`src/rtl/srd_pkg.sv`:
```
// Shared widths, constants and pipeline payload types for the scaled rounded divider.
// Depends on nothing; imported by every module under rtl/.
package srd_pkg;

  localparam int DATA_W     = 64;
  localparam int SHIFT_W    = 6;
  localparam int HIGH_W     = 32;
  localparam int DIVIDEND_W = DATA_W + HIGH_W;
  localparam int NUM_STEPS  = DIVIDEND_W;

  // Largest legal shift of the numerator.
  localparam logic [SHIFT_W-1:0] MAX_SHIFT = SHIFT_W'(HIGH_W);

  // Special-case flags carried alongside each item.
  typedef struct packed {
    logic shift_error;
    logic div_zero;
  } srd_flags_t;

  // Payload of one divider stage. The dq word holds the dividend bits not yet
  // consumed in its upper part and the quotient bits produced so far in its
  // lower part; it shifts left by one bit per step.
  typedef struct packed {
    logic [DIVIDEND_W-1:0] dq;
    logic [DATA_W-1:0]     rem;
    logic [DATA_W-1:0]     divisor;
    srd_flags_t            flags;
  } srd_work_t;

endpackage

```
`src/rtl/srd_round.sv`:
```
// Two output stages: the round-half-up decision, then the increment,
// saturation and special-case selection into the output register. Depends on srd_pkg.
module srd_round (
  input  logic                        clk,
  input  logic                        rst,
  input  logic                        in_valid,
  input  srd_pkg::srd_work_t          in_work,
  output logic                        hold,
  output logic                        out_valid,
  input  logic                        out_ready,
  output logic [srd_pkg::DATA_W-1:0]  quotient,
  output logic                        overflow,
  output logic                        shift_error
);
  import srd_pkg::*;

  logic                  mid_valid;
  logic [DIVIDEND_W-1:0] mid_q;
  logic                  mid_up;
  srd_flags_t            mid_flags;
  logic                  mid_hold;
  logic                  out_hold;
  logic                  round_up;
  logic [DIVIDEND_W:0]   sum;
  logic                  too_big;
  logic [DATA_W-1:0]     quotient_next;
  logic                  overflow_next;

  assign out_hold = out_valid && !out_ready;
  assign mid_hold = mid_valid && out_hold;
  assign hold     = mid_hold;

  // Round up when twice the remainder is at least the divisor.
  assign round_up = ({in_work.rem, 1'b0} >= {1'b0, in_work.divisor});

  always_ff @(posedge clk) begin
    if (rst) begin
      mid_valid <= 1'b0;
    end else if (!mid_hold) begin
      mid_valid <= in_valid;
    end
  end

  always_ff @(posedge clk) begin
    if (!mid_hold) begin
      mid_q     <= in_work.dq;
      mid_up    <= round_up;
      mid_flags <= in_work.flags;
    end
  end

  // Increment, saturate, and force zero for the special cases.
  always_comb begin
    sum     = {1'b0, mid_q} + (DIVIDEND_W + 1)'(mid_up);
    too_big = |sum[DIVIDEND_W:DATA_W];
    if (mid_flags.shift_error || mid_flags.div_zero) begin
      quotient_next = '0;
      overflow_next = 1'b0;
    end else if (too_big) begin
      quotient_next = '1;
      overflow_next = 1'b1;
    end else begin
      quotient_next = sum[DATA_W-1:0];
      overflow_next = 1'b0;
    end
  end

  always_ff @(posedge clk) begin
    if (rst) begin
      out_valid <= 1'b0;
    end else if (!out_hold) begin
      out_valid <= mid_valid;
    end
  end

  always_ff @(posedge clk) begin
    if (!out_hold) begin
      quotient    <= quotient_next;
      overflow    <= overflow_next;
      shift_error <= mid_flags.shift_error;
    end
  end

endmodule

```
`config.mk`:
```
export PLATFORM = sky130hd
export DESIGN_NAME = srd_round
export DESIGN_NICKNAME = d
export VERILOG_FILES = /design/src/rtl/srd_pkg.sv /design/src/rtl/srd_round.sv
export SDC_FILE = /design/constraint.sdc
export NUM_CORES = 1
export LEC_CHECK = 0
export ABC_AREA = 1
export BUFFER_PORTS_ARGS = -buffer_cell sky130_fd_sc_hd__buf_2
export CELL_PAD_IN_SITES_DETAIL_PLACEMENT = 1
export CELL_PAD_IN_SITES_GLOBAL_PLACEMENT = 1
export CORE_UTILIZATION = 43
export CTS_BUF_LIST = sky130_fd_sc_hd__clkbuf_4 sky130_fd_sc_hd__clkbuf_8
export DETAILED_ROUTE_END_ITERATION = 8
export PLACE_DENSITY_LB_ADDON = 0.08
export SLEW_MARGIN = 10
export SYNTH_ARGS = -nofsm -noshare
export SYNTH_HDL_FRONTEND = slang
export SYNTH_SLANG_ARGS = --single-unit
```
`constraint.sdc`:
```
create_clock -name clk -period 6.42 [get_ports clk]
set_input_delay 0.321 -clock clk [delete_from_list [all_inputs] [get_ports clk]]
set_output_delay 0.321 -clock clk [all_outputs]
set_load 0.02 [all_outputs]
```
-- Word level (Yosys, flattened, before mapping)
Cells that the tools add are included.
- register bits: 167
- output and inout port bits: 68
- $add $sub $neg: 1
- $lt $le $gt $ge: 1
- muxes and demuxes: 2
- reduce and logical (&&, ||, !) cells: 5
- operators with widths (operator ; number):
    96-bit by 1-bit adder with 97-bit output ; 1
    65-bit by 64-bit >= comparator with 1-bit output ; 1
    64-bit 2-to-1 mux ; 1
    33-bit OR reduction ; 1
    1-bit logical AND ; 2
    1-bit zero test ; 1
    1-bit logical OR ; 1
    1-bit 2-to-1 mux ; 1

-- Logic depth before layout (Yosys ltp)
- word-level depth: 3
- mapped depth: 20
- depth with buffers taken out: 18

-- Worst setup path after synthesis
OpenSTA, ideal clock, no wires.
- path kind: register -> register
- start point: reg out_valid
- end point: reg mid_flags[0] (netlist bit), enable pin
- arrival time: 4332 ps
- data required time: 5967 ps
- setup slack: 1635 ps
- stages on the path, launching flop included: 4
- buffers on the path: 0
- clock period less this slack: 4785 ps
- cell sequence: dfxtp_1 nand2_1 nor2_1 inv_1
- word-level cells in the longest chain between the ends: 2
- RTL lines (what ; RTL line ; RTL):
    start: declaration ; srd_round.sv:9 ; output logic out_valid,
    start signal: assignment ; srd_round.sv:72 ; out_valid <= mid_valid;
    1-bit logical AND ; srd_round.sv:29 ; assign out_hold = out_valid && !out_ready;
    1-bit logical AND ; srd_round.sv:30 ; assign mid_hold = mid_valid && out_hold;
    net hold ; srd_round.sv:8 ; output logic hold,
    end signal: assignment ; srd_round.sv:48 ; mid_flags <= in_work.flags;
    end: declaration ; srd_round.sv:20 ; srd_flags_t mid_flags;
The timed path passes the listed nets, and every way through them passes these cells.
A chain may end at the register's enable or synchronous reset.

-- Worst setup path in the final report
- start point: reg mid_q[0]
- end point: reg quotient[16] (netlist bit) (data pin)
- word-level cells in the longest chain between the ends: 3
- RTL lines (what ; RTL line ; RTL):
    start: declaration ; srd_round.sv:18 ; logic [DIVIDEND_W-1:0] mid_q;
    start signal: assignment ; srd_round.sv:46 ; mid_q <= in_work.dq;
    96-bit by 1-bit adder with 97-bit output (*) ; srd_round.sv:54 ; sum = {1'b0, mid_q} + (DIVIDEND_W + 1)'(mid_up);
    33-bit OR reduction ; srd_round.sv:55 ; too_big = |sum[DIVIDEND_W:DATA_W];
    64-bit 2-to-1 mux (*) ; srd_round.sv:59 ; end else if (too_big) begin
    end signal: assignment ; srd_round.sv:78 ; quotient <= quotient_next;
    end: declaration ; srd_round.sv:11 ; output logic [srd_pkg::DATA_W-1:0] quotient,
Mark *: on every way between the ends. The rest lies on a longest branch, timed or not.

==> results.py <==
metrics = {
    "clock_tree": {
        "post_cts_buffers": 0,
        "ctsRootBufferMaster": "clkbuf_8",
        "insertion_delay_ns": 0.49,
        "clock_path_buffers": 2,
        "cts_sinks": 167,
        "numCtsBuffers": 17,
        "h-tree-depth": 4,
        "clk_pin_slew_worst_paths_ns": 0.11,
        "cts_tree": "done",
    },
    "placed_design": {
        "gp_congestion": 0.974,
        "hpwl_mm": 32.5,
        "dpl.cell_count": 1919,
        "place_area_um2": 12800,
        "port_buffers": 297,
    },
    "timing": {
        "setup_viol": 0,
        "maxSlewViolCount": 0,
        "finalHoldViolCount": 0,
        "max_freq_mhz": 257,
        "fin_crit_ns": 3.90,
        "clock_skew_ns": 0.0277,
        "rsz0062_at_grt": "false",
        "finalCritPeriodShare_pct": 60.7,
        "slew_headroom_pct": 35.9,
        "fin_tns_setup_ns": 0,
        "worstMarginPinSlew_ns": 0.962,
    },
    "worst_setup_path": {
        "cp_max_fo": 65,
        "slowest_delay_ns": 0.73,
        "cpMostUsedCell": "nand2_1",
        "cp_cell_sequence": "ha_1 > ha_1 > nand2_2 > nor2_8 > nand2_8 > nor2_8 > nand2_4 > nor2_4 > nand2_2 > nor2_1 > nand2_1 > nand2_1 > nand2_1 > nor2_1 > nand3_1 > o21bai_4 > buf_4 > nand2_1",
        "critPathRequiredTime_ns": 6.63,
        "worstSetupEndpointType": "register",
        "cp_slowest_cell": "buf_4",
        "cp-start-kind": "register",
        "crit_arrival_ns": 4.11,
        "path_class": "register to register",
        "reg2reg_slack_ns": 2.52,
    },
    "drt": {
        "drc": 0,
        "first_pass_iters": 7,
        "viasPerCell": 5.15,
        "wl_per_cell_um": 19.8,
        "wl_mm": 39.9,
        "num_vias": 10400,
        "drtAntennaViolNets": 0,
        "initialDrtViolationCount": 709,
    },
    "layout": {
        "syn_to_final_growth_pct": 26.2,
        "seq_area_um2": 4990,
        "fin_nets": 1968,
        "fin_cells": 2019,
        "multi_input_area_um2": 5350,
        "layout_common_cells": "nand2_1 (391), buf_2 (297), nor2_1 (198), edfxtp_1 (165), inv_1 (130)",
        "final.fill_count": 3143,
        "final_common_cell": "nand2_1",
        "layout-drive-gt1-share_pct": 26.3,
        "design_area_um2": 13900,
    },
    "min_path": {
        "hold_class": "input port to register",
    },
    "synthesis": {
        "netlist_area_um2": 11000,
        "synth.area.top_cells": "edfxtp_1 (45%), nand2_1 (13%), ha_1 (7.4%)",
        "yosysUniqueCellTypes": 40,
        "yosys_warnings": 0,
        "synth_top_cell_by_area": "edfxtp_1",
        "synth-edff-count": 165,
        "synth_seq_area_share_pct": 45.5,
        "synthCells": 1301,
        "synthArstFlopShare_pct": 0,
        "syn_nets": 1596,
        "synth_top_area_share_pct": 45.1,
        "ys_seq_elements": 167,
        "syn_avg_cell_area_um2": 8.44,
        "synthFlopType": "edfxtp_1",
    },
    "floorplanning": {
        "core_area_um2": 25100,
        "dieArea_um2": 26200,
        "rows": 58,
        "boundaryPins": 298,
        "die_w_um": 162,
        "die_h_um": 162,
        "initial_utilization_pct": 43.7,
    },
    "global_route": {
        "grt_max_degree": 69,
        "overflow": 0,
        "grt_pass1_wl_mm": 61.3,
        "antenna_found_initial": 3,
        "grt_pass1_vias": 11000,
        "track_usage_pct": 31.4,
    },
    "power_and_ir_drop": {
        "peakVddDrop_v": 0.000115,
        "p_leak_nw": 6.51,
        "pwr_density_cell_nw_per_um2": 188,
    },
    "status": {
        "status": "finished clean",
    },
    "flow_run": {
        "maxCapViolations": 0,
    },
}
[registers in the layout (all words and copies together) (netlist names)]
name         cells
out_valid        1
mid_valid        1
overflow         1
shift_error      1
mid_q           96
quotient        64
mid_up           1
mid_flags        2
[critical path, delay by kind of cell, from the launching register on]
family | cells | cell delay (ns)
and+or+nand+nor | 14 | 1.73
buffers and inverters | 1 | 0.73
adders and majority gates | 2 | 0.62
DFF | 1 | 0.36
AOI/OAI and AO/OA | 1 | 0.14
[power by group]
part	leakage (nW)	total, mW	internal (mW)	switching (mW)
clock network	0.203	0.790	0.298	0.492
logic	4.52	0.462	0.192	0.269
registers	1.79	1.35	1.29	0.0600
[layout make-up]
class                      count  area share (%)
multi-input combinational    984            38.6
clock inverter                15            1.25
tap                          330            2.98
inverter                     137            3.73
clock buffer                  17            1.69
timing repair buffer         366            15.6
sequential                   167            36.0
antenna                        3          0.0542
[stage by stage]
stage	hold slack [ns]	setup WS, ns	power (mW)	utilization (%)
2_1_floorplan	0.390	1.64	1.60	-
3_3_place_gp	0.437	2.68	1.78	50.9
3_5_place_dp	0.456	2.58	1.80	50.9
4_1_cts	0.0000552	2.55	2.61	55.1
5_1_grt	0.00000144	2.19	2.70	55.2
6_report	0.0197	2.52	2.60	55.2
[synthesized netlist by cell type (all sizes together), types with 6 or more instances]
cell / number
nand2: 461
nor2: 229
edfxtp: 165
inv: 135
ha: 65
a21oi: 40
nand3: 34
xor2: 29
o21ai: 24
xnor2: 24
nand4: 23
nand3b: 18
nor3: 16
buf: 7
clkbuf: 6
[worst paths after layout]
path	startpoint	to	cells after the start
worst max-delay path	mid_q[0]	quotient[16]	18
worst min-delay path	in_work[209]	mid_q[79]	1
worst max register to register	mid_q[0]	quotient[16]	18
worst min register to register	mid_valid	out_valid	2
[per-layer routing]
metal	vias to the layer above	global-route usage, %	routed length (um)
met5	-	0	0
met2	396	53.4	19300
met3	71	4.80	2330
met1	4948	39.5	16700
li1	4992	-	-
met4	0	13.4	1550
[cells by family (layout without fill, tap and decap cells)]
family	count (synthesis)	count (layout)	synth area share, %
and+or+nand+nor	790	790	33.1
AOI/OAI and AO/OA	76	76	3.81
adders and majority gates	65	65	7.41
xor gates and xnor gates	53	53	4.23
DFF	167	167	45.5
other	0	3	0
buffers and inverters	150	535	5.95
[repair_timing]
item,in CTS,in global routing
gates resized for setup,0,0
hold endpoints to repair,65,1
hold buffers,64,1
No activity file was read; power rests on OpenSTA's default activity.
