File: config.mk
export PLATFORM = sky130hd
export DESIGN_NAME = srd_prep
export DESIGN_NICKNAME = d
export VERILOG_FILES = /design/src/rtl/srd_pkg.sv /design/src/rtl/srd_prep.sv
export SDC_FILE = /design/constraint.sdc
export NUM_CORES = 1
export LEC_CHECK = 0
export BUFFER_PORTS_ARGS = -buffer_cell sky130_fd_sc_hd__buf_2
export CAP_MARGIN = 10
export CELL_PAD_IN_SITES_DETAIL_PLACEMENT = 1
export CELL_PAD_IN_SITES_GLOBAL_PLACEMENT = 1
export CORE_AREA = 8 8 176 178
export CTS_BUF_LIST = sky130_fd_sc_hd__clkbuf_2 sky130_fd_sc_hd__clkbuf_4 sky130_fd_sc_hd__clkbuf_8
export CTS_CLUSTER_SIZE = 24
export DETAILED_ROUTE_END_ITERATION = 10
export DIE_AREA = 0 0 184 186
export MAX_ROUTING_LAYER = met4
export PLACE_DENSITY = 0.79
export SYNTH_ARGS = -nofsm -noshare
export SYNTH_HDL_FRONTEND = slang
export SYNTH_SLANG_ARGS = --single-unit
export TNS_END_PERCENT = 50
File: constraint.sdc
create_clock -name clk -period 13.85 [get_ports clk]
set_clock_uncertainty 0.05 [all_clocks]
set_input_delay 2.77 -clock clk [delete_from_list [all_inputs] [get_ports clk]]
set_output_delay 2.77 -clock clk [all_outputs]
set_load 0.1 [all_outputs]
File: src/rtl/srd_pkg.sv
// Shared widths, constants and pipeline payload types for the scaled rounded divider.
// Depends on nothing; imported by every module under rtl/.
package srd_pkg;

  localparam int DATA_W     = 64;
  localparam int SHIFT_W    = 6;
  localparam int HIGH_W     = 32;
  localparam int DIVIDEND_W = DATA_W + HIGH_W;
  localparam int NUM_STEPS  = DIVIDEND_W;

  // Largest legal shift of the numerator.
  localparam logic [SHIFT_W-1:0] MAX_SHIFT = SHIFT_W'(HIGH_W);

  // Special-case flags carried alongside each item.
  typedef struct packed {
    logic shift_error;
    logic div_zero;
  } srd_flags_t;

  // Payload of one divider stage. The dq word holds the dividend bits not yet
  // consumed in its upper part and the quotient bits produced so far in its
  // lower part; it shifts left by one bit per step.
  typedef struct packed {
    logic [DIVIDEND_W-1:0] dq;
    logic [DATA_W-1:0]     rem;
    logic [DATA_W-1:0]     divisor;
    srd_flags_t            flags;
  } srd_work_t;

endpackage

File: src/rtl/srd_prep.sv
// Input stage: forms the 96-bit scaled dividend and the special-case flags.
// Depends on srd_pkg.
module srd_prep (
  input  logic                          clk,
  input  logic                          rst,
  input  logic                          in_valid,
  input  logic [srd_pkg::DATA_W-1:0]    numerator,
  input  logic [srd_pkg::DATA_W-1:0]    divisor,
  input  logic [srd_pkg::SHIFT_W-1:0]   shift_amount,
  input  logic                          hold_down,
  output logic                          out_valid,
  output srd_pkg::srd_work_t            out_work,
  output logic                          hold
);
  import srd_pkg::*;

  srd_work_t work_next;

  // The stage keeps its item only while it is full and the next stage is blocked.
  assign hold = out_valid && hold_down;

  // Scale the numerator and classify the item.
  always_comb begin
    work_next.dq                = DIVIDEND_W'(numerator) << shift_amount;
    work_next.rem               = '0;
    work_next.divisor           = divisor;
    work_next.flags.shift_error = (shift_amount > MAX_SHIFT);
    work_next.flags.div_zero    = (divisor == '0);
  end

  always_ff @(posedge clk) begin
    if (rst) begin
      out_valid <= 1'b0;
    end else if (!hold) begin
      out_valid <= in_valid;
    end
  end

  always_ff @(posedge clk) begin
    if (!hold) begin
      out_work <= work_next;
    end
  end

endmodule

## After elaboration in Yosys (flattened, before gate mapping)

Index checks and enable logic that the tools add are counted.

| cells by class | value |
|---|---|
| order comparisons | 1 |
| shift-type cells | 1 |
| reductions and logical operators | 2 |

Operator list:

| operator | count |
|---|---|
| 64-bit by 6-bit << shifter with 96-bit output | 1 |
| 64-bit zero test | 1 |
| 6-bit > comparator (second input constant) | 1 |
| 1-bit logical AND | 1 |

| storage, ports and cells | value |
|---|---|
| bits of input ports | 138 |
| word-level logic and storage cells | 9 |
| output and inout bits | 228 |
| register bits after elaboration | 163 |

## Logic depth before layout (Yosys ltp)

Gate-level depths: netlist of run 1.

| logic depth | value |
|---|---|
| depth after elaboration | 1 |
| gate-level depth with buffers | 10 |
| gate-level depth less buffers | 5 |

## Worst setup path before layout of run 1

No wires, ideal clock.

| path | value |
|---|---|
| path kind | input -> output |
| start point | in hold_down |
| end point | out hold |
| cell stages on the path | 2 |
| data required time | 11.030 ns |
| arrival time | 8.102 ns |
| slack | 2.928 ns |
| path buffers | 0 |
| path through | nand2_1 > inv_1 |

| on the way | value |
|---|---|
| longest elaborated chain between the ends | 1 |

Ends and longest elaborated chain:

| element | RTL line | text |
|---|---|---|
| start, declared | srd_prep.sv:10 | `input logic hold_down,` |
| 1-bit logical AND | srd_prep.sv:20 | `assign hold = out_valid && hold_down;` |
| end, declared | srd_prep.sv:13 | `output logic hold` |

No other way between the ends.

## Worst setup path in the final report of run 1

Same ends and word-level chain as after synthesis.

==> results of run 1 <==
[state kept, by name (all words and copies together) (netlist names)]
register	flops
out_valid	1
out_work	162
[per-stage QoR]
| step | cell area (um^2) | worst slack [ps] | hold slack [ps] | cells | util [%] |
|---|---|---|---|---|---|
| floorplan | 11300 | 2930 | 2790 | 954 | - |
| global placement | 12500 | 7080 | 1120 | 1519 | 44.4 |
| detailed placement | 12500 | 7040 | 1150 | 1519 | 44.4 |
| CTS | 12900 | 7040 | 1170 | 1551 | 45.8 |
| global route | 12900 | 6960 | 1200 | 1551 | 45.8 |
| finish | 12900 | 7080 | 1120 | 1551 | 45.8 |
[where the power goes]
part | total [mW] | internal (mW) | switching [mW]
combinational | 0.828 | 0.156 | 0.672
clock | 0.360 | 0.166 | 0.194
sequential | 0.619 | 0.603 | 0.0161
total | 1.81 | 0.925 | 0.883
[cells in the final DEF, fill, tap and decap left out, types with 4 or more instances in the layout]
cell       instances
buf_2            299
edfxtp_1         162
mux2i_1           72
mux4_2            67
conb_1            64
nor2_1            63
nand2_1           61
mux2_2            51
o22ai_1           30
o21ai_0           24
a21oi_1           22
nor4_1            17
clkbuf_8          17
buf_4             16
a22oi_1           14
o211ai_1          14
nand3_1           13
o221ai_1          11
and2_1             9
a221oi_1           9
nor3_1             8
o21a_1             8
a2bb2oi_1          8
a22o_1             8
a211oi_1           8
o22a_1             7
nand2b_1           7
o2bb2ai_1          7
mux4_1             6
or2_2              5
a222oi_1           4
and3_1             4
nand4_1            4
inv_6              4
inv_8              4
[final timing paths]
kind | startpoint | end
max reg2reg | out_valid | out_work[166]
min | out_valid | out_work[22]
max | hold_down | hold
min reg2reg | out_valid | out_work[22]
[cell type report]
class                           count  area share (%)
Inverter                            5           0.145
Tap cell                          384            3.71
Clock inverter                     15            1.33
Clock buffer                       17            1.81
Timing Repair Buffer              315            12.5
Multi-Input combinational cell    652            42.7
Sequential cell                   163            37.8
[layer usage]
layer  vias up  share of wire (%)  track usage [%]
met5         -                  0                -
met1      4674                 42             32.9
li1       3980                  -                -
met2       547                 47             40.0
met3        66                8.5             5.23
met4         0                3.0             9.00
[critical path, stage by stage]
cell and delay, ps:
buf_2 100, nand2_4 400, inv_1 200, buf_2 450
[cell families (layout without fill, tap and decap cells)]
group	after synthesis	in the layout
DFF	163	163
muxes	198	198
AOI/OAI and AO/OA	189	189
and+or+nand+nor	201	201
buffers and inverters	139	352
other	1	64
==> impl_metrics.csv, run 1 <==
group,metric,value,unit
outcome,status,"finished clean",
clock_tree,clockRootBuffer,"clkbuf_8",
cells_and_area,multiInputGateArea,5530,um^2
die,fp-row-count,62,
grt,antenna_found_initial,1,
worst_setup_path,arrival,3950,ps
drt,drtIter0Drc,894,
power_and_ir_drop,peakVddDrop,55.2,uV
grt,grt_use_total,25.6,%
worst_setup_path,cp-end-kind,"output port",
worst_setup_path,cp_max_fo,60,
grt,grt_pass1_vias,9605,
place,hpwl,34900,um
power_and_ir_drop,total_power,1.81,mW
logic_synthesis,synth_ff_type,"edfxtp_1",
logic_synthesis,muxShareOfSynthArea,27.1,%
worst_setup_path,rrSetupSlack,11090,ps
timing,maxSlewHeadroom,30.2,%
logic_synthesis,yosysSeqAreaShare,44.2,%
logic_synthesis,synth_area_leader_cell,"edfxtp_1",
power_and_ir_drop,power.density,140,nW/um^2
drt,ant_nets,0,
place,finalWeightedCongestion,0.945,
run,maxCapViolations,0,
timing,worst_slew_pin_slew,1050,ps
logic_synthesis,synth.yosys.warnings,0,
timing,fmax,0.148,GHz
logic_synthesis,synth_compound_area_share,12.2,%
clock_tree,clock_latency,460,ps
worst_setup_path,path_class,"in2out",
timing,slew_viol_final,0,
cells_and_area,fillCellCount,3143,
die,die_width,184,um
timing,rsz0062_at_grt,"no",
worst_setup_path,required,11030,ps
clock_tree,cts_max_level,4,
logic_synthesis,yosysTopAreaCellShare,44.0,%
power_and_ir_drop,p_leak,5.33,nW
grt,grt_max_degree,77,
drt,drc,0,
grt,grt_pass1_wl,63100,um
clock_tree,cts_hold_buf,0,
worst_setup_path,cp-start-kind,"primary input",
clock_tree,cts_resized,0,
clock_tree,cts_tree,"built",
die,core_area,28200,um^2
timing,layout_min_cycle_time,6770,ps
logic_synthesis,synthSimpleGateAreaFrac,8.39,%
drt,first_pass_iters,6,
logic_synthesis,ys_async_sr_fraction,0,%
grt,grt_overflow_total,0,
timing,fin_crit_sh,48.9,%
cells_and_area,drive_gt1_share,40.6,%
clock_tree,clock_sinks,163,
logic_synthesis,yosys-top-cells-area,"edfxtp_1 44%, mux4_2 14%, mux2i_1 6.5%, mux2_2 5.2%, buf_4 4.7%",
logic_synthesis,synth_fa_ha_area_share,0,%
logic_synthesis,syn_inst,891,
hold_path,hp-class,"reg2reg",
cells_and_area,nNetsFinal,1292,
drt,wl,43700,um
die,io_pins,366,
die,die_y,186,um
cells_and_area,synthToLayoutAreaGrowth,17.0,%
drt,viasPerCell,5.97,
place,port_buffers,301,
logic_synthesis,synth_top_family_by_area,"multiplexers",
die,die-area,34200,um^2
cells_and_area,antenna_cells,0,
die,start_util,39.2,%
logic_synthesis,ys_top_cells_by_count,"162 x edfxtp_1, 72 x mux2i_1, 69 x buf_4",
logic_synthesis,synth_most_common_cell,"edfxtp_1",
clock_tree,cts_buffer_depth,2,
drt,wire_per_inst,28.2,um
clock_tree,cts_inserted_buffers,17,
timing,setup_viol,0,
clock_tree,clk_pin_slew,90,ps
clock_tree,post-cts-setup-buffer-count,0,
hold_path,hold_depth,1,
logic_synthesis,synth_area_per_cell,12.4,um^2
drt,vias,9267,
logic_synthesis,synth.cell_area,11100,um^2
worst_setup_path,r2r_cells,3,
logic_synthesis,synth.distinct_cells,59,
logic_synthesis,synthXorXnorAreaFrac,0,%
logic_synthesis,synth-edff-count,162,
timing,fin_tns_setup,0,ps
cells_and_area,register_area,4880,um^2
timing,hold_viol,0,
logic_synthesis,synth-seq-cells,163,
No activity file was read; power rests on OpenSTA's default activity.
==> run 2, diff against run 1 <==
==> constraint.sdc (replaced) <==
create_clock -name clk -period 6.8 [get_ports clk]
set_clock_uncertainty 0.05 [all_clocks]
set_input_delay 1.36 -clock clk [delete_from_list [all_inputs] [get_ports clk]]
set_output_delay 1.36 -clock clk [all_outputs]
set_load 0.1 [all_outputs]
==> run 2 against run 1 <==
Power is 110% higher. First-iteration DRC count is 13% higher. Cell count hardly changed. Sequential power is 110% higher. Critical path type is now in2reg. Via count is 2.0% higher. Sequential cell count stayed put. Global-route usage is 1.5 points higher. Register-to-register slack worse by 6600 ps. Sequential share of layout area is 0.20 points lower.
==> impl_metrics.csv, run 2 (synthesis results as in run 1) <==
group,metric,value,unit
outcome,status,"finished clean",
place,place_area,12500,um^2
clock_tree,clockRootBuffer,"clkbuf_8",
place,finalWeightedCongestion,1.01,
place,place_ws,1470,ps
worst_setup_path,cp-end-kind,"flip-flop",
grt,grt_pass1_vias,9786,
timing,maxSlewHeadroom,22.7,%
die,die_width,184,um
timing,worst_slew_pin_slew,1150,ps
worst_setup_path,cp_max_fo,67,
clock_tree,cts_max_level,4,
timing,layout_min_cycle_time,4960,ps
clock_tree,clock_sinks,163,
worst_setup_path,arrival,5070,ps
place,port_buffers,301,
power_and_ir_drop,seq_power_share,33.5,%
clock_tree,clock_latency,460,ps
cells_and_area,instances_no_fill,1552,
grt,grt_use_total,27.1,%
drt,wire_per_inst,30.0,um
worst_setup_path,rrSetupSlack,4470,ps
timing,postLayoutSetupSlackWorst,1840,ps
drt,wl,46600,um
die,start_util,39.2,%
cells_and_area,mostFrequentLayoutCell,"buf_2",
clock_tree,cts_hold_buf,0,
place,dp.cells,1519,
drt,first_pass_iters,8,
power_and_ir_drop,power.density,291,nW/um^2
run,maxCapViolations,0,
cells_and_area,fillCellCount,3138,
die,core_area,28200,um^2
cells_and_area,final_area,13000,um^2
clock_tree,post-cts-setup-buffer-count,0,
clock_tree,cts_resized,0,
grt,antenna_found_initial,1,
power_and_ir_drop,peakVddDrop,104,uV
worst_setup_path,path_class,"in2reg",
grt,grt_max_degree,86,
timing,slew_viol_final,0,
drt,drc,0,
cells_and_area,most-common-layout-cells,"299 x buf_2, 162 x edfxtp_1, 72 x mux2i_1",
cells_and_area,largest_reg_flops,162,
worst_setup_path,required,6910,ps
timing,setup_viol,0,
cells_and_area,top_regs,"out_work (162), out_valid (1)",
cells_and_area,postLayoutCoreUtil,46.0,%
die,die_y,186,um
power_and_ir_drop,comb_power_share,45.0,%
power_and_ir_drop,power.share.clock,21.5,%
power_and_ir_drop,power_switching,1.82,mW
drt,ant_nets,0,
die,fp-row-count,62,
clock_tree,clk_pin_slew,90,ps
grt,grt_overflow_total,0,
clock_tree,cts_tree,"built",
die,io_pins,366,
cells_and_area,drive_gt1_share,40.6,%
clock_tree,cts_buffer_depth,2,
worst_setup_path,cp-start-kind,"primary input",
die,die-area,34200,um^2
power_and_ir_drop,p_int,1.96,mW
drt,vias,9454,
cells_and_area,nNetsFinal,1292,
timing,hold_viol,0,
hold_path,hp-class,"in2reg",
drt,viasPerCell,6.09,
cells_and_area,regMostFlops,"out_work",
place,hpwl,36800,um
timing,fmax,0.202,GHz
power_and_ir_drop,switching_share,48.0,%
timing,fin_tns_setup,0,ps
cells_and_area,synthToLayoutAreaGrowth,17.6,%
grt,grt_pass1_wl,66700,um
power_and_ir_drop,p_leak,5.35,nW
timing,fin_crit_sh,72.9,%
clock_tree,cts_inserted_buffers,17,
drt,drtIter0Drc,1009,
timing,rsz0062_at_grt,"no",
==> run 2: cell types whose count changed in the layout (fill, tap and decap cells not counted), moves of 2 or more <==
cell       before  now
bufinv_16       2    4
clkinv_2        3    0
clkinv_4        1    4
inv_8           4    2
==> run 2: area by class of cell <==
class	instances	area, um^2	share of cell area, %
Sequential cell	163	4880	37.6
Clock buffer	18	241	1.86
Timing Repair Buffer	315	1620	12.4
Multi-Input combinational cell	652	5540	42.6
Clock inverter	14	220	1.69
Antenna cell	1	2.50	0.0192
Inverter	5	18.8	0.144
Tap cell	384	480	3.70
==> run 2: metal layers <==
layer  wire, um  vias to the layer above  global-route usage (%)
li1           -                     3982                       -
met1      19000                     4770                    34.7
met2      21500                      628                    42.0
met3       4670                       74                    6.13
met4       1440                        0                    9.49
met5          0                        -                       -
==> run 2: final timing paths <==
check             startpoint       endpoint  cells after the start
min                      rst      out_valid                      2
min reg2reg        out_valid   out_work[28]                      1
max reg2reg        out_valid  out_work[194]                      2
max          shift_amount[0]  out_work[208]                      7
==> run 2: per-stage QoR <==
stage               power, mW  hold slack [ps]
global placement         2.96             1050
finish                   3.78             1010
CTS                      3.78              977
detailed placement       2.98             1070
floorplan                2.63             1380
global route             3.88              970
==> run 2: power groups by stage <==
stage / Combinational (mW) / Clock [mW] / Sequential [mW]
after detailed placement: 1.68 / 0 / 1.29
after global routing: 1.74 / 0.859 / 1.28
after global placement: 1.67 / 0 / 1.29
final: 1.70 / 0.812 / 1.27
after floorplan: 0.589 / 0 / 2.04
after CTS: 1.69 / 0.827 / 1.27
==> run 2: critical path, cell delays in order <==
cell and delay, ps:
buf_4 760, buf_4 620, mux4_2 590, mux2i_1 420, o22ai_1 160, a221oi_1 850, a22oi_1 250
==> run 3, diff against run 2 <==
--- a/config.mk
+++ b/config.mk
@@ -5,17 +5,18 @@
 export SDC_FILE = /design/constraint.sdc
 export NUM_CORES = 1
 export LEC_CHECK = 0
+export ABC_AREA = 1
 export BUFFER_PORTS_ARGS = -buffer_cell sky130_fd_sc_hd__buf_2
 export CAP_MARGIN = 10
 export CELL_PAD_IN_SITES_DETAIL_PLACEMENT = 1
 export CELL_PAD_IN_SITES_GLOBAL_PLACEMENT = 1
-export CORE_AREA = 8 8 176 178
+export CORE_AREA = 8 8 187 189
 export CTS_BUF_LIST = sky130_fd_sc_hd__clkbuf_2 sky130_fd_sc_hd__clkbuf_4 sky130_fd_sc_hd__clkbuf_8
 export CTS_CLUSTER_SIZE = 24
 export DETAILED_ROUTE_END_ITERATION = 10
-export DIE_AREA = 0 0 184 186
+export DIE_AREA = 0 0 195 197
 export MAX_ROUTING_LAYER = met4
-export PLACE_DENSITY = 0.79
+export PLACE_DENSITY = 0.77
 export SYNTH_ARGS = -nofsm -noshare
 export SYNTH_HDL_FRONTEND = slang
 export SYNTH_SLANG_ARGS = --single-unit
==> constraint.sdc (replaced) <==
create_clock -name clk -period 4.2 [get_ports clk]
set_clock_uncertainty 0.05 [all_clocks]
set_input_delay 0.84 -clock clk [delete_from_list [all_inputs] [get_ports clk]]
set_output_delay 0.84 -clock clk [all_outputs]
set_load 0.1 [all_outputs]
==> run 3 against run 2 <==
Register-to-register slack worse by 2200 ps. First-iteration DRC count up 7.9%. Sequential power up 60%. Critical endpoint is now hold. Critical path depth decreased by 3. Clock-buffer cell count is 1 lower. Setup slack worse by 450 ps. Die area rose by 12%. Highest routed layer unchanged. Critical path type is now in2out. Via count grew 16%. Global-route usage fell by 2.4 points. Sequential share of layout area grew 2.1 points. Largest cell class is now registers.
==> impl_metrics.csv, run 3 <==
group,metric,value,unit
outcome,status,"finished clean",
die,die_width,195,um
grt,grt_pass1_wl,70600,um
die,die_y,197,um
clock_tree,cts_buffer_depth,2,
logic_synthesis,synth_area_leader_cell,"edfxtp_1",
grt,grt_use_total,24.7,%
cells_and_area,drive_gt1_share,22.2,%
logic_synthesis,synth_most_common_cell,"nand3_1",
timing,setup_viol,0,
power_and_ir_drop,seq_power_share,35.7,%
power_and_ir_drop,comb_power_share,43.0,%
clock_tree,cts_inserted_buffers,17,
grt,grt_overflow_total,0,
die,io_pins,366,
timing,layout_min_cycle_time,2810,ps
grt,grt_max_degree,74,
logic_synthesis,yosysSeqAreaShare,47.1,%
clock_tree,clk_pin_slew,80,ps
cells_and_area,top_regs,"out_work (162), out_valid (1)",
worst_setup_path,rrSetupSlack,2270,ps
power_and_ir_drop,power.share.clock,21.3,%
drt,vias,10997,
worst_setup_path,path_cells,"buf_2 -> nand2_8 -> inv_1 -> buf_2",
worst_setup_path,cpMostUsedCell,"buf_2",
worst_setup_path,critical-path-top-delay-family,"buffers and inverters",
run,maxCapViolations,0,
power_and_ir_drop,power.density,463,nW/um^2
hold_path,hold_end,"out_valid",
worst_setup_path,r2r_cells,2,
die,core_area,32000,um^2
logic_synthesis,synth.distinct_cells,25,
worst_setup_path,cp-end-kind,"output port",
power_and_ir_drop,peakVddDrop,181,uV
cells_and_area,synthToLayoutAreaGrowth,18.6,%
clock_tree,clock_latency,460,ps
clock_tree,cts_max_level,4,
place,port_buffers,301,
timing,fmax,0.356,GHz
timing,fin_crit_sh,66.9,%
logic_synthesis,synth.cell_area,10400,um^2
hold_path,hp-class,"in2reg",
cells_and_area,regMostFlops,"out_work",
cells_and_area,nNetsFinal,1734,
clock_tree,post-cts-setup-buffer-count,0,
logic_synthesis,yosysTopAreaCellShare,46.9,%
grt,grt_pass1_vias,11118,
timing,hold-worst-slack,471,ps
die,start_util,32.4,%
drt,drtIter0Drc,1089,
worst_setup_path,cp_slowest_cell,"buf_2",
worst_setup_path,reg2reg_from,"out_valid",
worst_setup_path,crit_start,"hold_down",
logic_synthesis,ys_async_sr_fraction,0,%
power_and_ir_drop,switching_share,48.9,%
die,die-area,38400,um^2
hold_path,hold_depth,2,
place,finalWeightedCongestion,0.920,
power_and_ir_drop,p_int,2.91,mW
cells_and_area,fillCellCount,4085,
cells_and_area,largest_reg_flops,162,
logic_synthesis,syn_inst,1343,
worst_setup_path,arrival,1920,ps
drt,drc,0,
logic_synthesis,synth-seq-cells,163,
worst_setup_path,cp-start-kind,"primary input",
logic_synthesis,synth_area_per_cell,7.73,um^2
timing,worst_slew_pin_slew,1090,ps
timing,maxSlewHeadroom,27.5,%
clock_tree,cts_tree,"built",
hold_path,min_from,"rst",
logic_synthesis,yosys-top-cells-area,"edfxtp_1 47%, nand3_1 23%, nand2_1 16%, buf_4 5.0%, nor2_1 1.4%",
clock_tree,cts_resized,0,
cells_and_area,mostFrequentLayoutCell,"nand3_1",
die,fp-row-count,66,
drt,wl,47300,um
timing,slew_viol_final,0,
worst_setup_path,crit_buf_inv,3,
clock_tree,clock_sinks,163,
worst_setup_path,required,3310,ps
timing,hold_viol,0,
place,hpwl,37800,um
drt,wire_per_inst,23.4,um
power_and_ir_drop,power_switching,2.79,mW
drt,viasPerCell,5.44,
clock_tree,clockRootBuffer,"clkbuf_8",
grt,antenna_found_initial,5,
timing,fin_tns_setup,0,ps
clock_tree,cts_hold_buf,0,
worst_setup_path,path_class,"in2out",
logic_synthesis,ys_top_cells_by_count,"483 x nand3_1, 436 x nand2_1, 162 x edfxtp_1",
drt,ant_nets,0,
worst_setup_path,crit_path_max_incr_delay,450,ps
drt,first_pass_iters,5,
worst_setup_path,cp_max_fo,73,
logic_synthesis,synth-edff-count,162,
power_and_ir_drop,p_leak,5.99,nW
logic_synthesis,synth_ff_type,"edfxtp_1",
logic_synthesis,synth.yosys.warnings,0,
cells_and_area,most-common-layout-cells,"483 x nand3_1, 435 x nand2_1, 301 x buf_2",
timing,rsz0062_at_grt,"no",
worst_setup_path,reg2reg_to,"out_work[2]",
-- run 3: worst max path at each step --
stage | cells after the start | end
global route | 3 | hold
floorplan | 2 | hold
global placement | 10 | out_work[155]
CTS | 4 | hold
finish | 4 | hold
detailed placement | 10 | out_work[155]
-- run 3: per-layer routing --
metal | wire, um | up-vias | share of wire (%) | track usage (%)
met5 | 0 | - | 0 | -
met4 | 892 | 0 | 1.9 | 6.23
met3 | 3590 | 55 | 7.6 | 5.08
met2 | 22200 | 534 | 47 | 39.4
met1 | 20500 | 5359 | 43 | 31.9
li1 | - | 5049 | - | -
-- run 3: cells by family (layout without fill, tap and decap cells) --
kind of cell | after synthesis | in the layout | share of synthesized area [%]
compound gates | 13 | 13 | 0.699
flops | 163 | 163 | 47.1
other cells | 1 | 69 | 0.0361
buf+inv | 178 | 381 | 9.93
simple gates | 988 | 988 | 42.3
-- run 3: power by group through the flow --
| stage | Sequential [mW] | Clock, mW | Combinational, mW |
|---|---|---|---|
| 2_1_floorplan | 3.20 | 0 | 0.834 |
| 3_3_place_gp | 2.07 | 0 | 2.42 |
| 3_5_place_dp | 2.08 | 0 | 2.44 |
| 4_1_cts | 2.04 | 1.24 | 2.44 |
| 5_1_grt | 2.05 | 1.29 | 2.56 |
| 6_report | 2.03 | 1.21 | 2.45 |
-- run 3: through the flow --
step / setup WS (ps) / std cells / instance area (um^2) / total power, mW / utilization, %
CTS: 1330 / 2017 / 12300 / 5.72 / 38.4
finish: 1390 / 2022 / 12300 / 5.70 / 38.4
global placement: 1140 / 1985 / 11900 / 4.49 / 37.1
global route: 1280 / 2022 / 12300 / 5.89 / 38.4
floorplan: 214 / 1406 / 10600 / 4.03 / -
detailed placement: 1130 / 1985 / 11900 / 4.51 / 37.1
-- run 3: final cells by class --
cell class / instances / area [um^2] / share of cell area (%)
repair buffers: 320 / 1660 / 13.5
inverters: 29 / 109 / 0.884
flip-flops and latches: 163 / 4880 / 39.7
clock buffers: 17 / 234 / 1.90
multi-input cells: 1065 / 4720 / 38.3
diodes: 5 / 12.5 / 0.102
clock inverters: 15 / 181 / 1.47
well taps: 408 / 510 / 4.15
