File: src/rtl/srd_pkg.sv
// Shared widths, constants and pipeline payload types for the scaled rounded divider.
// Depends on nothing; imported by every module under rtl/.
package srd_pkg;

  localparam int DATA_W     = 64;
  localparam int SHIFT_W    = 6;
  localparam int HIGH_W     = 32;
  localparam int DIVIDEND_W = DATA_W + HIGH_W;
  localparam int NUM_STEPS  = DIVIDEND_W;

  // Largest legal shift of the numerator.
  localparam logic [SHIFT_W-1:0] MAX_SHIFT = SHIFT_W'(HIGH_W);

  // Special-case flags carried alongside each item.
  typedef struct packed {
    logic shift_error;
    logic div_zero;
  } srd_flags_t;

  // Payload of one divider stage. The dq word holds the dividend bits not yet
  // consumed in its upper part and the quotient bits produced so far in its
  // lower part; it shifts left by one bit per step.
  typedef struct packed {
    logic [DIVIDEND_W-1:0] dq;
    logic [DATA_W-1:0]     rem;
    logic [DATA_W-1:0]     divisor;
    srd_flags_t            flags;
  } srd_work_t;

endpackage

File: src/rtl/srd_div_step.sv
// One registered step of the restoring divider: yields one quotient bit.
// Depends on srd_pkg.
module srd_div_step (
  input  logic               clk,
  input  logic               rst,
  input  logic               in_valid,
  input  srd_pkg::srd_work_t in_work,
  input  logic               hold_down,
  output logic               out_valid,
  output srd_pkg::srd_work_t out_work,
  output logic               hold
);
  import srd_pkg::*;

  logic [DATA_W:0]   partial;
  logic [DATA_W:0]   diff;
  logic              take;
  srd_work_t         work_next;

  assign hold = out_valid && hold_down;

  // Bring in the next dividend bit, then subtract the divisor when it fits.
  always_comb begin
    partial   = {in_work.rem, in_work.dq[DIVIDEND_W-1]};
    diff      = partial - {1'b0, in_work.divisor};
    take      = (partial >= {1'b0, in_work.divisor});
    work_next = in_work;
    work_next.rem = take ? diff[DATA_W-1:0] : partial[DATA_W-1:0];
    work_next.dq  = {in_work.dq[DIVIDEND_W-2:0], take};
  end

  always_ff @(posedge clk) begin
    if (rst) begin
      out_valid <= 1'b0;
    end else if (!hold) begin
      out_valid <= in_valid;
    end
  end

  always_ff @(posedge clk) begin
    if (!hold) begin
      out_work <= work_next;
    end
  end

endmodule

File: config.mk
export PLATFORM = sky130hd
export DESIGN_NAME = srd_div_step
export DESIGN_NICKNAME = d
export VERILOG_FILES = /design/src/rtl/srd_pkg.sv /design/src/rtl/srd_div_step.sv
export SDC_FILE = /design/constraint.sdc
export NUM_CORES = 1
export LEC_CHECK = 0
export ABC_CLOCK_PERIOD_IN_PS = 10400
export BUFFER_PORTS_ARGS = -buffer_cell sky130_fd_sc_hd__buf_2
export CELL_PAD_IN_SITES_DETAIL_PLACEMENT = 0
export CELL_PAD_IN_SITES_GLOBAL_PLACEMENT = 2
export CORE_UTILIZATION = 27
export CTS_CLUSTER_SIZE = 24
export DETAILED_ROUTE_END_ITERATION = 7
export PLACE_DENSITY = 0.88
export SLEW_MARGIN = 40
export SYNTH_ARGS = -nofsm -noshare
export SYNTH_HDL_FRONTEND = slang
export SYNTH_SLANG_ARGS = --single-unit
File: constraint.sdc
create_clock -name clk -period 10.4 [get_ports clk]
set_input_delay 2.6 -clock clk [delete_from_list [all_inputs] [get_ports clk]]
set_output_delay 2.6 -clock clk [all_outputs]
set_load 0.1 [all_outputs]
# Word level (Yosys, flattened, before mapping)
# Index checks and enable logic that the tools add are counted.
# word_totals
output_inout_bits,228
wordCells,10
mem_bits_rw,0
n_memories,0
reg_bits,227
latch_bits,0
in_bits,230
rom_bits,0
# classes
n_mul,0
n_mux,1
div_mod_pow,0
order_cmp,1
bitwise,0
reduce_logical,1
shift,0
addsub,1
n_eq_ne,0
# op_table
cell,n
65-bit by 64-bit greater-or-equal comparator with 1-bit output,1
64-bit 2-to-1 mux,1
64-bit subtractor,1
1-bit logical AND,1

# Longest topological paths before layout
# Gate-level depths: netlist of run 1.
# depth
ltp_word,2
depth_mapped,14
depth_no_buf,12

# Worst setup path after synthesis of run 1
# OpenSTA, ideal clock, no wires.
# synth_path
path_kind,input to output
start,input port hold_down
end,output port hold
arrival_ns,9.862
t_required_ns,7.800
path_slack_ns,-2.062
path_buffers,0
stages,2
path_cell_list,nand2_1 inv_1
# synth_via
elab_chain_len,1
# synth_rtl
item,line_no,text
start: declaration,srd_div_step.sv:8,"input logic hold_down,"
1-bit logical AND,srd_div_step.sv:20,assign hold = out_valid && hold_down;
end: declaration,srd_div_step.sv:11,output logic hold
# No other way between the ends.

# Worst setup path after layout of run 1
# Ends and elaborated chain as after synthesis.

==> results of run 1 <==
-- cell usage after synthesis, types with 15 or more instances --
library cell,n,area (µm²)
a21o_1,36,270
a21oi_1,118,591
clkbuf_1,34,128
edfxtp_1,226,6790
ha_1,64,801
inv_1,84,315
nand2_1,85,319
nand4_1,23,144
nor2_1,88,330
nor3_1,16,80.1
o21ai_0,45,225
o21bai_1,15,113
xnor2_1,31,272
xor2_1,21,184
-- power groups by stage --
stage | clock network [W] | registers [W] | logic (W)
after floorplan | 0 | 0.00188 | 0.000268
after global placement | 0 | 0.00117 | 0.00121
after detailed placement | 0 | 0.00117 | 0.00121
after CTS | 0.000970 | 0.00115 | 0.00121
after global routing | 0.00100 | 0.00116 | 0.00126
final | 0.000945 | 0.00115 | 0.00121
-- sequential cells by signal (all words and copies together), names as in the netlist --
signal / cells
out_valid: 1
out_work: 226
-- worst max-delay path, stage by stage --
cell	delay (ns)
buf_2	0.13
nand2_8	0.36
inv_1	0.20
buf_2	0.45
-- stage by stage --
step                setup slack (ns)  cells  power (W)  hold slack [ns]
floorplan                      0.941   1047    0.00215             2.67
global placement                3.63   2046    0.00238             1.11
detailed placement              3.60   2046    0.00238             1.15
CTS                             4.01   2093    0.00334             1.17
global route                    3.91   2093    0.00343             1.21
finish                          4.03   2094    0.00331             1.13
-- layout make-up --
class / count / area, µm²
fillers: 4353 / 27600
flip-flops and latches: 227 / 6810
multi-input cells: 688 / 4470
repair buffers: 461 / 2320
well taps: 585 / 732
clock buffers: 31 / 691
inverters: 85 / 319
clock inverters: 16 / 175
diodes: 1 / 2.50
-- metal layers --
metal | vias to the layer above | track usage, %
met2 | 338 | 30.0
met3 | 49 | 3.51
met1 | 4687 | 20.7
li1 | 4761 | -
met5 | - | 0
met4 | 16 | 4.35
-- final timing paths --
path,to,slack [ns]
max,hold,4.03
min reg2reg,out_work[1],1.13
max reg2reg,out_work[120],7.87
min,out_work[1],1.13
-- cells by family after synthesis --
family,Yosys count,share of synthesized area (%)
adders and majority gates,65,6.97
AOI/OAI and AO/OA,304,16.5
DFF,227,57.8
buffers and inverters,132,4.35
xor gates and xnor gates,52,3.87
muxes,1,0.0956
and+or+nand+nor,266,10.4
==> results by group, run 1 <==
Run status
  – Status: complete, but fails checks
  – Failing checks: DRC

Drt
  – Met1 wire length: 16700 µm
  – Vias per std cell: 4.70
  – Post-route ant nets: 0
  – Met2 WL: 19300 µm
  – DR top layer: met5
  – DRC viols: 2
  – WL/cell: 18.7 µm
  – Total number of vias: 9851
  – Routed wire length: 39300 µm
  – Detailed Routing Iterations Pass 1: 7
  – Total length of routed met3 wires: 2330 µm
  – Drt initial violations: 548

Cells and area
  – P&R area growth vs syn: 31.8%
  – Commonest non-fill, non-tap cells in the layout: buf_2 (457), edfxtp_1 (226), a21oi_1 (118)
  – Final Cell Area: 15500 µm²
  – Final cell utilization of the core: 36.0%
  – Commonest non-fill, non-tap cell in the layout: buf_2
  – Final #Nets: 1785
  – Ratio of cells with drive above 1 in the final layout: 34.4%

Logic synthesis
  – Asr flop ratio synth: 0%
  – Register area share after synthesis: 57.8%
  – Synth cell types: 64
  – Post-synth EDFFs: 226
  – Mapped Nets: 1342
  – Flops & latches, synth: 227
  – Synth warn: 0
  – Mapped Avg Cell Area: 11.2 µm²
  – Top_reg_cell synth: edfxtp_1
  – Synthesized netlist cell count: 1047
  – Mapped cell area: 11800 µm²

Setup path
  – Worst Path Required: 7.80 ns
  – Critical path peak fanout: 94
  – Setup crit end kind: primary output
  – R2R Path Start: out_valid
  – Worst Setup Path Type: input port to primary output
  – Critical path origin: hold_down
  – Crit path launch type: input port
  – FF-to-FF path depth: 3
  – Worst EP arrival: 3.77 ns

Placement
  – DP HPWL: 31200 µm
  – Final Wtd Congestion: 0.832
  – Placed cell areas: 14700 µm²
  – Port Buffers: 457

Power and ir drop
  – Pwr Density: 213 nW/µm²
  – Flop pwr share: 34.8%
  – P_int: 0.00189 W
  – Pleak: 6.88 nW
  – Clock share of power: 28.6%
  – VDD IR max: 0.146 mV
  – NetSw: 0.00141 W
  – Switching share of power: 42.7%
  – Logic gate share of total power: 36.6%

Floorplanning
  – Initial core utilization: 27.3%
  – Core area: 43100 µm²
  – Die ar.: 44500 µm²
  – Number of I/O pins: 458
  – Row cnt: 76
  – Die Wd: 211 µm
  – Die height: 211 µm

CTS
  – Maximum clock path buffer count: 3
  – H-Tree Depth: 1
  – Hold Buf Count CTS: 0
  – Cts bufs inserted: 27
  – Clk slew on worst S/H paths: 0.06 ns
  – Clk root buf: clkbuf_16
  – CTS tree: yes
  – PostCTS Resize Cnt: 0
  – Clk Latency, worst-skew pair: 0.55 ns
  – Sink Count: 227
  – Setup bufs post-CTS: 0

Flow run
  – Max-cap viol count: 0

Global route
  – Total grt overflow: 0
  – Total GRT Usage: 16.9%
  – Maximum number of pins on one net before global-route repair: 95
  – First-pass GRT wire length: 57300 µm
  – Initial antenna violation count: 9
  – Vias in the first global route: 9744

Timing
  – Max Slew Vio Count: 0
  – RSZ-0062 raised after global routing: no
  – Setup TNS: 0 ns
  – Slew HR: 49.2%
  – Clock Skew: 0.0117 ns
  – Post-route minimum period: 6.37 ns
  – Final hold viol count: 0
  – Setup Viol. Count Final: 0
  – Worst slew pin tran: 0.742 ns
  – Max Fclk: 0.157 GHz
  – Crit share post-route: 61.3%

Hold path
  – Hold Startpoint: out_valid
  – Hold crit path type: flip-flop to flip-flop
  – Hold depth: 1
Note: power is estimated with default switching activity, not from simulation.
==> inputs of run 2 (changes only) <==
--- a/config.mk
+++ b/config.mk
@@ -5,14 +5,14 @@
 export SDC_FILE = /design/constraint.sdc
 export NUM_CORES = 1
 export LEC_CHECK = 0
-export ABC_CLOCK_PERIOD_IN_PS = 10400
+export ABC_CLOCK_PERIOD_IN_PS = 6000
 export BUFFER_PORTS_ARGS = -buffer_cell sky130_fd_sc_hd__buf_2
 export CELL_PAD_IN_SITES_DETAIL_PLACEMENT = 0
 export CELL_PAD_IN_SITES_GLOBAL_PLACEMENT = 2
-export CORE_UTILIZATION = 27
+export CORE_UTILIZATION = 30
 export CTS_CLUSTER_SIZE = 24
 export DETAILED_ROUTE_END_ITERATION = 7
-export PLACE_DENSITY = 0.88
+export PLACE_DENSITY = 0.92
 export SLEW_MARGIN = 40
 export SYNTH_ARGS = -nofsm -noshare
 export SYNTH_HDL_FRONTEND = slang
==> constraint.sdc (replaced) <==
create_clock -name clk -period 6 [get_ports clk]
set_input_delay 1.5 -clock clk [delete_from_list [all_inputs] [get_ports clk]]
set_output_delay 1.5 -clock clk [all_outputs]
set_load 0.1 [all_outputs]
==> run 2 against run 1 <==
- the flow now finishes without violations
- final cell count fell by 2.9%
- combinational power rose by 74%
- clock skew fell by 0.0037 ns
- highest routed layer unchanged
- die area fell by 9.9%
- largest cell class unchanged
- critical endpoint is now out_work[124]
==> results by group, run 2 (synthesis results as in run 1) <==
Run status
  – Status: completed

Global route
  – First-pass GRT wire length: 56600 µm (-1.1%)
  – Total grt overflow: 0 (unchanged)
  – Maximum number of pins on one net before global-route repair: 95 (unchanged)
  – Vias in the first global route: 9744 (unchanged)
  – Total GRT Usage: 18.2% (+1.3 points)
  – Initial antenna violation count: 8 (-1)

Timing
  – Clock Skew: 0.00804 ns (-0.00365 ns)
  – Setup TNS: 0 ns (unchanged)
  – Slew HR: 42.3% (-6.9 points)
  – RSZ-0062 raised after global routing: no
  – Max Slew Vio Count: 0 (unchanged)
  – Max Fclk: 0.229 GHz
  – Crit share post-route: 72.9%
  – Worst slew pin tran: 0.843 ns (+0.101 ns)
  – Final setup margin: 1.63 ns (-2.40 ns)
  – Post-route minimum period: 4.37 ns
  – Setup Viol. Count Final: 0 (unchanged)
  – Final hold viol count: 0 (unchanged)
  – Final Hold Slack: 1.12 ns (-0.0115 ns)

CTS
  – PostCTS Resize Cnt: 0 (unchanged)
  – Sink Count: 227 (unchanged)
  – CTS tree: yes
  – Maximum clock path buffer count: 3 (unchanged)
  – Clk slew on worst S/H paths: 0.06 ns (about the same)
  – Clk root buf: clkbuf_16
  – H-Tree Depth: 1 (unchanged)
  – Clk Latency, worst-skew pair: 0.56 ns (about the same)
  – Setup bufs post-CTS: 0 (unchanged)
  – Hold Buf Count CTS: 0 (unchanged)
  – Cts bufs inserted: 28 (+3.7%)

Setup path
  – FF-to-FF path depth: 2 (-1)
  – Worst Setup Path Type: input port to flip-flop
  – Worst EP arrival: 4.65 ns (+0.88 ns)
  – R2R Path Start: out_valid
  – Crit path launch type: input port
  – R2R Setup Slk: 3.83 ns (-4.04 ns)
  – Max incr delay on CP: 0.66 ns (+0.21 ns)
  – Reg2Reg Capture Point: out_work[22]
  – Critical path peak fanout: 5 (-95%)
  – Worst path bufs/invs: 1 (-2)
  – Worst Path Required: 6.28 ns (-1.52 ns)
  – CP max stage cell: o21ai_0
  – Setup crit end kind: flip-flop
  – Crit-path leading delay family: compound AO/OA/AOI/OAI gates
  – Critical-path cell list: buf_2 > ha_1 > fa_1 > nor2b_1 > o2111ai_1 > a21oi_2 > o211ai_1 > a31oi_1 > nor2_1 > o21ai_0 > and4_1 > o41ai_1

Drt
  – Routed wire length: 38000 µm (-3.2%)
  – Post-route ant nets: 0 (unchanged)
  – Detailed Routing Iterations Pass 1: 5 (-2)
  – WL/cell: 18.7 µm (-0.39%)
  – Drt initial violations: 543 (-0.91%)
  – Vias per std cell: 4.84 (+2.9%)
  – DRC viols: 0 (-2)
  – Total number of vias: 9850 (-0.010%)

Cells and area
  – Final #Nets: 1788 (+0.17%)
  – Flip-flop count of the largest register after layout: 226 (unchanged)
  – Commonest non-fill, non-tap cell in the layout: buf_2
  – Largest registers: out_work (226), out_valid (1)
  – Ratio of cells with drive above 1 in the final layout: 34.5% (+0.17 points)
  – Largest Register: out_work
  – P&R area growth vs syn: 32.5%
  – Commonest non-fill, non-tap cells in the layout: buf_2 (457), edfxtp_1 (226), a21oi_1 (118)

Floorplanning
  – Core area: 38600 µm² (-10%)
  – Die height: 200 µm (-5.1%)
  – Die Wd: 200 µm (-5.1%)
  – Row cnt: 72 (-5.3%)
  – Number of I/O pins: 458 (unchanged)
  – Die ar.: 40100 µm² (-9.9%)
  – Initial core utilization: 30.5% (+3.1 points)

Hold path
  – Hold Startpoint: rst
  – Worst hold endpoint: out_valid
  – Hold depth: 2 (+1)
  – Hold crit path type: input port to flip-flop

Placement
  – Final Wtd Congestion: 0.852 (+2.4%)
  – Placement Setup Slack: 1.02 ns (-2.58 ns)
  – Port Buffers: 457 (unchanged)
  – DP HPWL: 30000 µm (-3.6%)

Power and ir drop
  – Pleak: 6.96 nW (+1.1%)
  – VDD IR max: 0.232 mV (+59%)
  – Pwr Density: 379 nW/µm² (+78%)

Flow run
  – Max-cap viol count: 0 (unchanged)
run 2: changes by cell type in the layout (fill, tap and decap cells not counted), moves of 2 or more:
cell	previous run	this run
buf_4	2	4
inv_6	1	3
clkinv_1	1	4
clkinv_2	5	3
clkinv_4	2	0
clkbuf_16	27	29
bufinv_16	3	6
run 2: how the worst max path moves through the flow:
| stage | from | depth (start not counted) | endpoint | slack (ns) |
|---|---|---|---|---|
| floorplan | hold_down | 2 | hold | 0.41 |
| global placement | in_work[31] | 12 | out_work[103] | 1.05 |
| detailed placement | in_work[31] | 12 | out_work[102] | 1.02 |
| CTS | in_work[31] | 12 | out_work[102] | 1.60 |
| global route | in_work[225] | 13 | out_work[128] | 1.41 |
| finish | in_work[2] | 12 | out_work[124] | 1.63 |
run 2: cell type report:
| type | instances | area (µm²) |
|---|---|---|
| antenna | 1 | 2.50 |
| clock buffer | 32 | 737 |
| clock inverter | 20 | 267 |
| fill | 3823 | 23000 |
| inverter | 85 | 319 |
| multi-input combinational | 688 | 4470 |
| sequential | 227 | 6810 |
| tap | 518 | 648 |
| timing repair buffer | 463 | 2350 |
run 2: metal layers:
metal	up-vias	part of all wire, %	global-route usage (%)
li1	4778	-	-
met1	4653	42	22.5
met2	344	49	32.1
met3	61	6.5	3.76
met4	14	1.9	4.59
met5	-	0.23	0
run 2: stage by stage:
| step | instances | power [W] | instance area (µm²) | util (%) |
|---|---|---|---|---|
| after detailed placement | 1981 | 0.00413 | 14600 | 37.8 |
| after floorplan | 1047 | 0.00372 | 11800 | - |
| after CTS | 2033 | 0.00598 | 15600 | 40.4 |
| after global routing | 2033 | 0.00612 | 15600 | 40.4 |
| final | 2034 | 0.00592 | 15600 | 40.4 |
| after global placement | 1981 | 0.00412 | 14600 | 37.8 |
run 2: power by group:
part	leakage, nW	internal (W)	switching (W)
clock	0.478	0.00114	0.000685
combinational	4.13	0.000382	0.00171
sequential	2.35	0.00195	0.0000459
total	6.96	0.00347	0.00244
==> inputs of run 3 (changes only) <==
--- a/config.mk
+++ b/config.mk
@@ -5,7 +5,7 @@
 export SDC_FILE = /design/constraint.sdc
 export NUM_CORES = 1
 export LEC_CHECK = 0
-export ABC_CLOCK_PERIOD_IN_PS = 6000
+export ABC_CLOCK_PERIOD_IN_PS = 4500
 export BUFFER_PORTS_ARGS = -buffer_cell sky130_fd_sc_hd__buf_2
 export CELL_PAD_IN_SITES_DETAIL_PLACEMENT = 0
 export CELL_PAD_IN_SITES_GLOBAL_PLACEMENT = 2
==> constraint.sdc (replaced) <==
create_clock -name clk -period 4.5 [get_ports clk]
set_input_delay 1.125 -clock clk [delete_from_list [all_inputs] [get_ports clk]]
set_output_delay 1.125 -clock clk [all_outputs]
set_load 0.1 [all_outputs]
==> run 3 against run 2 <==
- critical path depth up 2
- critical endpoint is now out_work[75]
- via count increased by 1.3%
- largest power group unchanged
- setup slack lost 0.99 ns
- register-to-register slack worse by 1.2 ns
- final area rose by 0.38%
- sequential share of layout area decreased by 0.17 points
==> results by group, run 3 (synthesis results as in run 1) <==
Run status
  – Status: completed

Timing
  – Post-route minimum period: 3.87 ns
  – Setup TNS: 0 ns (unchanged)
  – Worst slew pin tran: 0.811 ns (-0.0326 ns)
  – Final setup margin: 0.632 ns (-0.995 ns)
  – Max Fclk: 0.259 GHz
  – Final hold viol count: 0 (unchanged)
  – RSZ-0062 raised after global routing: no
  – Clock Skew: 0.0102 ns (+0.00212 ns)
  – Max Slew Vio Count: 0 (unchanged)
  – Crit share post-route: 86.0%
  – Slew HR: 46.0% (+3.6 points)
  – Setup Viol. Count Final: 0 (unchanged)

Power and ir drop
  – Logic gate share of total power: 36.9% (+1.5 points)
  – Clock share of power: 28.2% (-2.7 points)
  – Switching share of power: 42.3% (+1.0 points)
  – Pleak: 7.02 nW (+0.86%)
  – P_int: 0.00440 W (+27%)
  – VDD IR max: 0.256 mV (+10%)
  – Flop pwr share: 34.9% (+1.2 points)
  – Tot Pwr: 0.00763 W (+29%)
  – Pwr Density: 487 nW/µm² (+28%)
  – NetSw: 0.00323 W (+32%)

Setup path
  – FF-to-FF path depth: 2 (unchanged)
  – R2R Path Start: out_valid
  – CP Capture Point: out_work[75]
  – R2R Setup Slk: 2.63 ns (-1.20 ns)
  – Worst Setup Path Type: input port to flip-flop
  – Worst Path Required: 4.77 ns (-1.51 ns)
  – Setup crit end kind: flip-flop
  – Crit path launch type: input port
  – Reg2Reg Capture Point: out_work[211]
  – Critical path origin: in_work[3]
  – Critical path peak fanout: 86 (+81)
  – Worst EP arrival: 4.13 ns (-0.52 ns)

Floorplanning
  – Die height: 200 µm (unchanged)
  – Row cnt: 72 (unchanged)
  – Die ar.: 40100 µm² (unchanged)
  – Initial core utilization: 30.5% (unchanged)
  – Core area: 38600 µm² (unchanged)
  – Number of I/O pins: 458 (unchanged)
  – Die Wd: 200 µm (unchanged)

CTS
  – Clk root buf: clkbuf_16
  – Sink Count: 227 (unchanged)
  – Clk Latency, worst-skew pair: 0.54 ns (-0.02 ns)
  – Hold Buf Count CTS: 0 (unchanged)
  – Maximum clock path buffer count: 3 (unchanged)
  – CTS tree: yes
  – H-Tree Depth: 1 (unchanged)
  – Cts bufs inserted: 27 (-3.6%)
  – Setup bufs post-CTS: 0 (unchanged)
  – PostCTS Resize Cnt: 0 (unchanged)
  – Clk slew on worst S/H paths: 0.06 ns (about the same)

Cells and area
  – Final #Nets: 1809 (+1.2%)
  – Flip-flop count of the largest register after layout: 226 (unchanged)
  – Fillers: 3768 (-1.4%)
  – P&R area growth vs syn: 33.0%
  – Largest Register: out_work
  – Ratio of cells with drive above 1 in the final layout: 35.2% (+0.70 points)
  – Commonest non-fill, non-tap cells in the layout: buf_2 (457), edfxtp_1 (226), a21oi_1 (118)
  – Largest registers: out_work (226), out_valid (1)
  – Post-route insts no fill: 2055 (+1.0%)
  – Commonest non-fill, non-tap cell in the layout: buf_2

Global route
  – Initial antenna violation count: 5 (-3)
  – Vias in the first global route: 9858 (+1.2%)
  – Maximum number of pins on one net before global-route repair: 103 (+8.4%)
  – First-pass GRT wire length: 57200 µm (+1.1%)
  – Total GRT Usage: 18.4% (+0.20 points)
  – Total grt overflow: 0 (unchanged)

Placement
  – DP HPWL: 30200 µm (+0.59%)
  – Placement Setup Slack: 0.0492 ns (-0.971 ns)
  – Port Buffers: 457 (unchanged)
  – Placed Cells: 2003 (+1.1%)
  – Final Wtd Congestion: 0.851 (-0.21%)

Drt
  – WL/cell: 18.4 µm (-1.2%)
  – Vias per std cell: 4.86 (+0.29%)
  – Total number of vias: 9981 (+1.3%)
  – Routed wire length: 37900 µm (-0.22%)
  – Post-route ant nets: 0 (unchanged)
  – DRC viols: 0 (unchanged)
  – Detailed Routing Iterations Pass 1: 5 (unchanged)
  – Drt initial violations: 486 (-10%)

Flow run
  – Max-cap viol count: 0 (unchanged)

Hold path
  – Hold crit path type: input port to flip-flop
[run 3: cell types whose count changed in the layout (fill, tap and decap cells not counted), sizes merged]
| cell | change |
|---|---|
| inv | -1 |
| clkinvlp | -2 |
| clkbuf | -1 |
| bufinv | -3 |
| clkinv | +3 |
| diode | +3 |
| buf | +22 |
[run 3: metal layers]
layer  GRT usage, %  wire length [µm]  up-vias
met5              0                45        -
met4           5.88              1020        6
met3           3.27              2330       59
met2           31.7             18500      351
met1           23.2             16000     4740
li1               -                 -     4825
[run 3: worst min-delay path by stage]
stage / slack, ns / depth (start not counted) / endpoint / from
after detailed placement: 0.95 / 1 / out_work[155] / out_valid
after global routing: 0.73 / 1 / out_work[134] / in_work[133]
after floorplan: 1.20 / 1 / out_valid / rst
final: 0.75 / 2 / out_valid / rst
after global placement: 0.94 / 1 / out_work[155] / out_valid
after CTS: 0.72 / 2 / out_valid / rst
[run 3: power groups by stage]
stage | Combinational, W | Sequential [W] | Clock, W
2_1_floorplan | 0.000621 | 0.00433 | 0
3_3_place_gp | 0.00281 | 0.00270 | 0
3_5_place_dp | 0.00282 | 0.00270 | 0
4_1_cts | 0.00283 | 0.00266 | 0.00222
5_1_grt | 0.00294 | 0.00268 | 0.00227
6_report | 0.00282 | 0.00266 | 0.00215
[run 3: critical path: stages]
cell and delay [ns]:
buf_2 0.12, inv_1 0.05, ha_1 0.31, nor2b_1 0.15, o31a_1 0.32, o31ai_4 0.22, a31oi_1 0.27, o211ai_2 0.36
a21oi_2 0.14, a311oi_4 0.41, inv_2 0.08, buf_12 0.19, nor2_1 0.17, a21oi_1 0.06
[run 3: layout make-up]
class	count	area, µm²	share of cell area [%]
antenna	4	10.0	0.0639
clock buffer	31	691	4.41
clock inverter	17	175	1.12
inverter	85	319	2.04
multi-input combinational	688	4470	28.6
sequential	227	6810	43.5
tap	518	648	4.14
timing repair buffer	485	2540	16.2
[run 3: through the flow]
stage | utilization [%] | hold WS (ns) | area [µm²]
global route | 40.5 | 0.734 | 15700
detailed placement | 38.3 | 0.946 | 14800
global placement | 38.3 | 0.937 | 14800
floorplan | - | 1.20 | 11800
finish | 40.5 | 0.745 | 15700
CTS | 40.5 | 0.719 | 15700
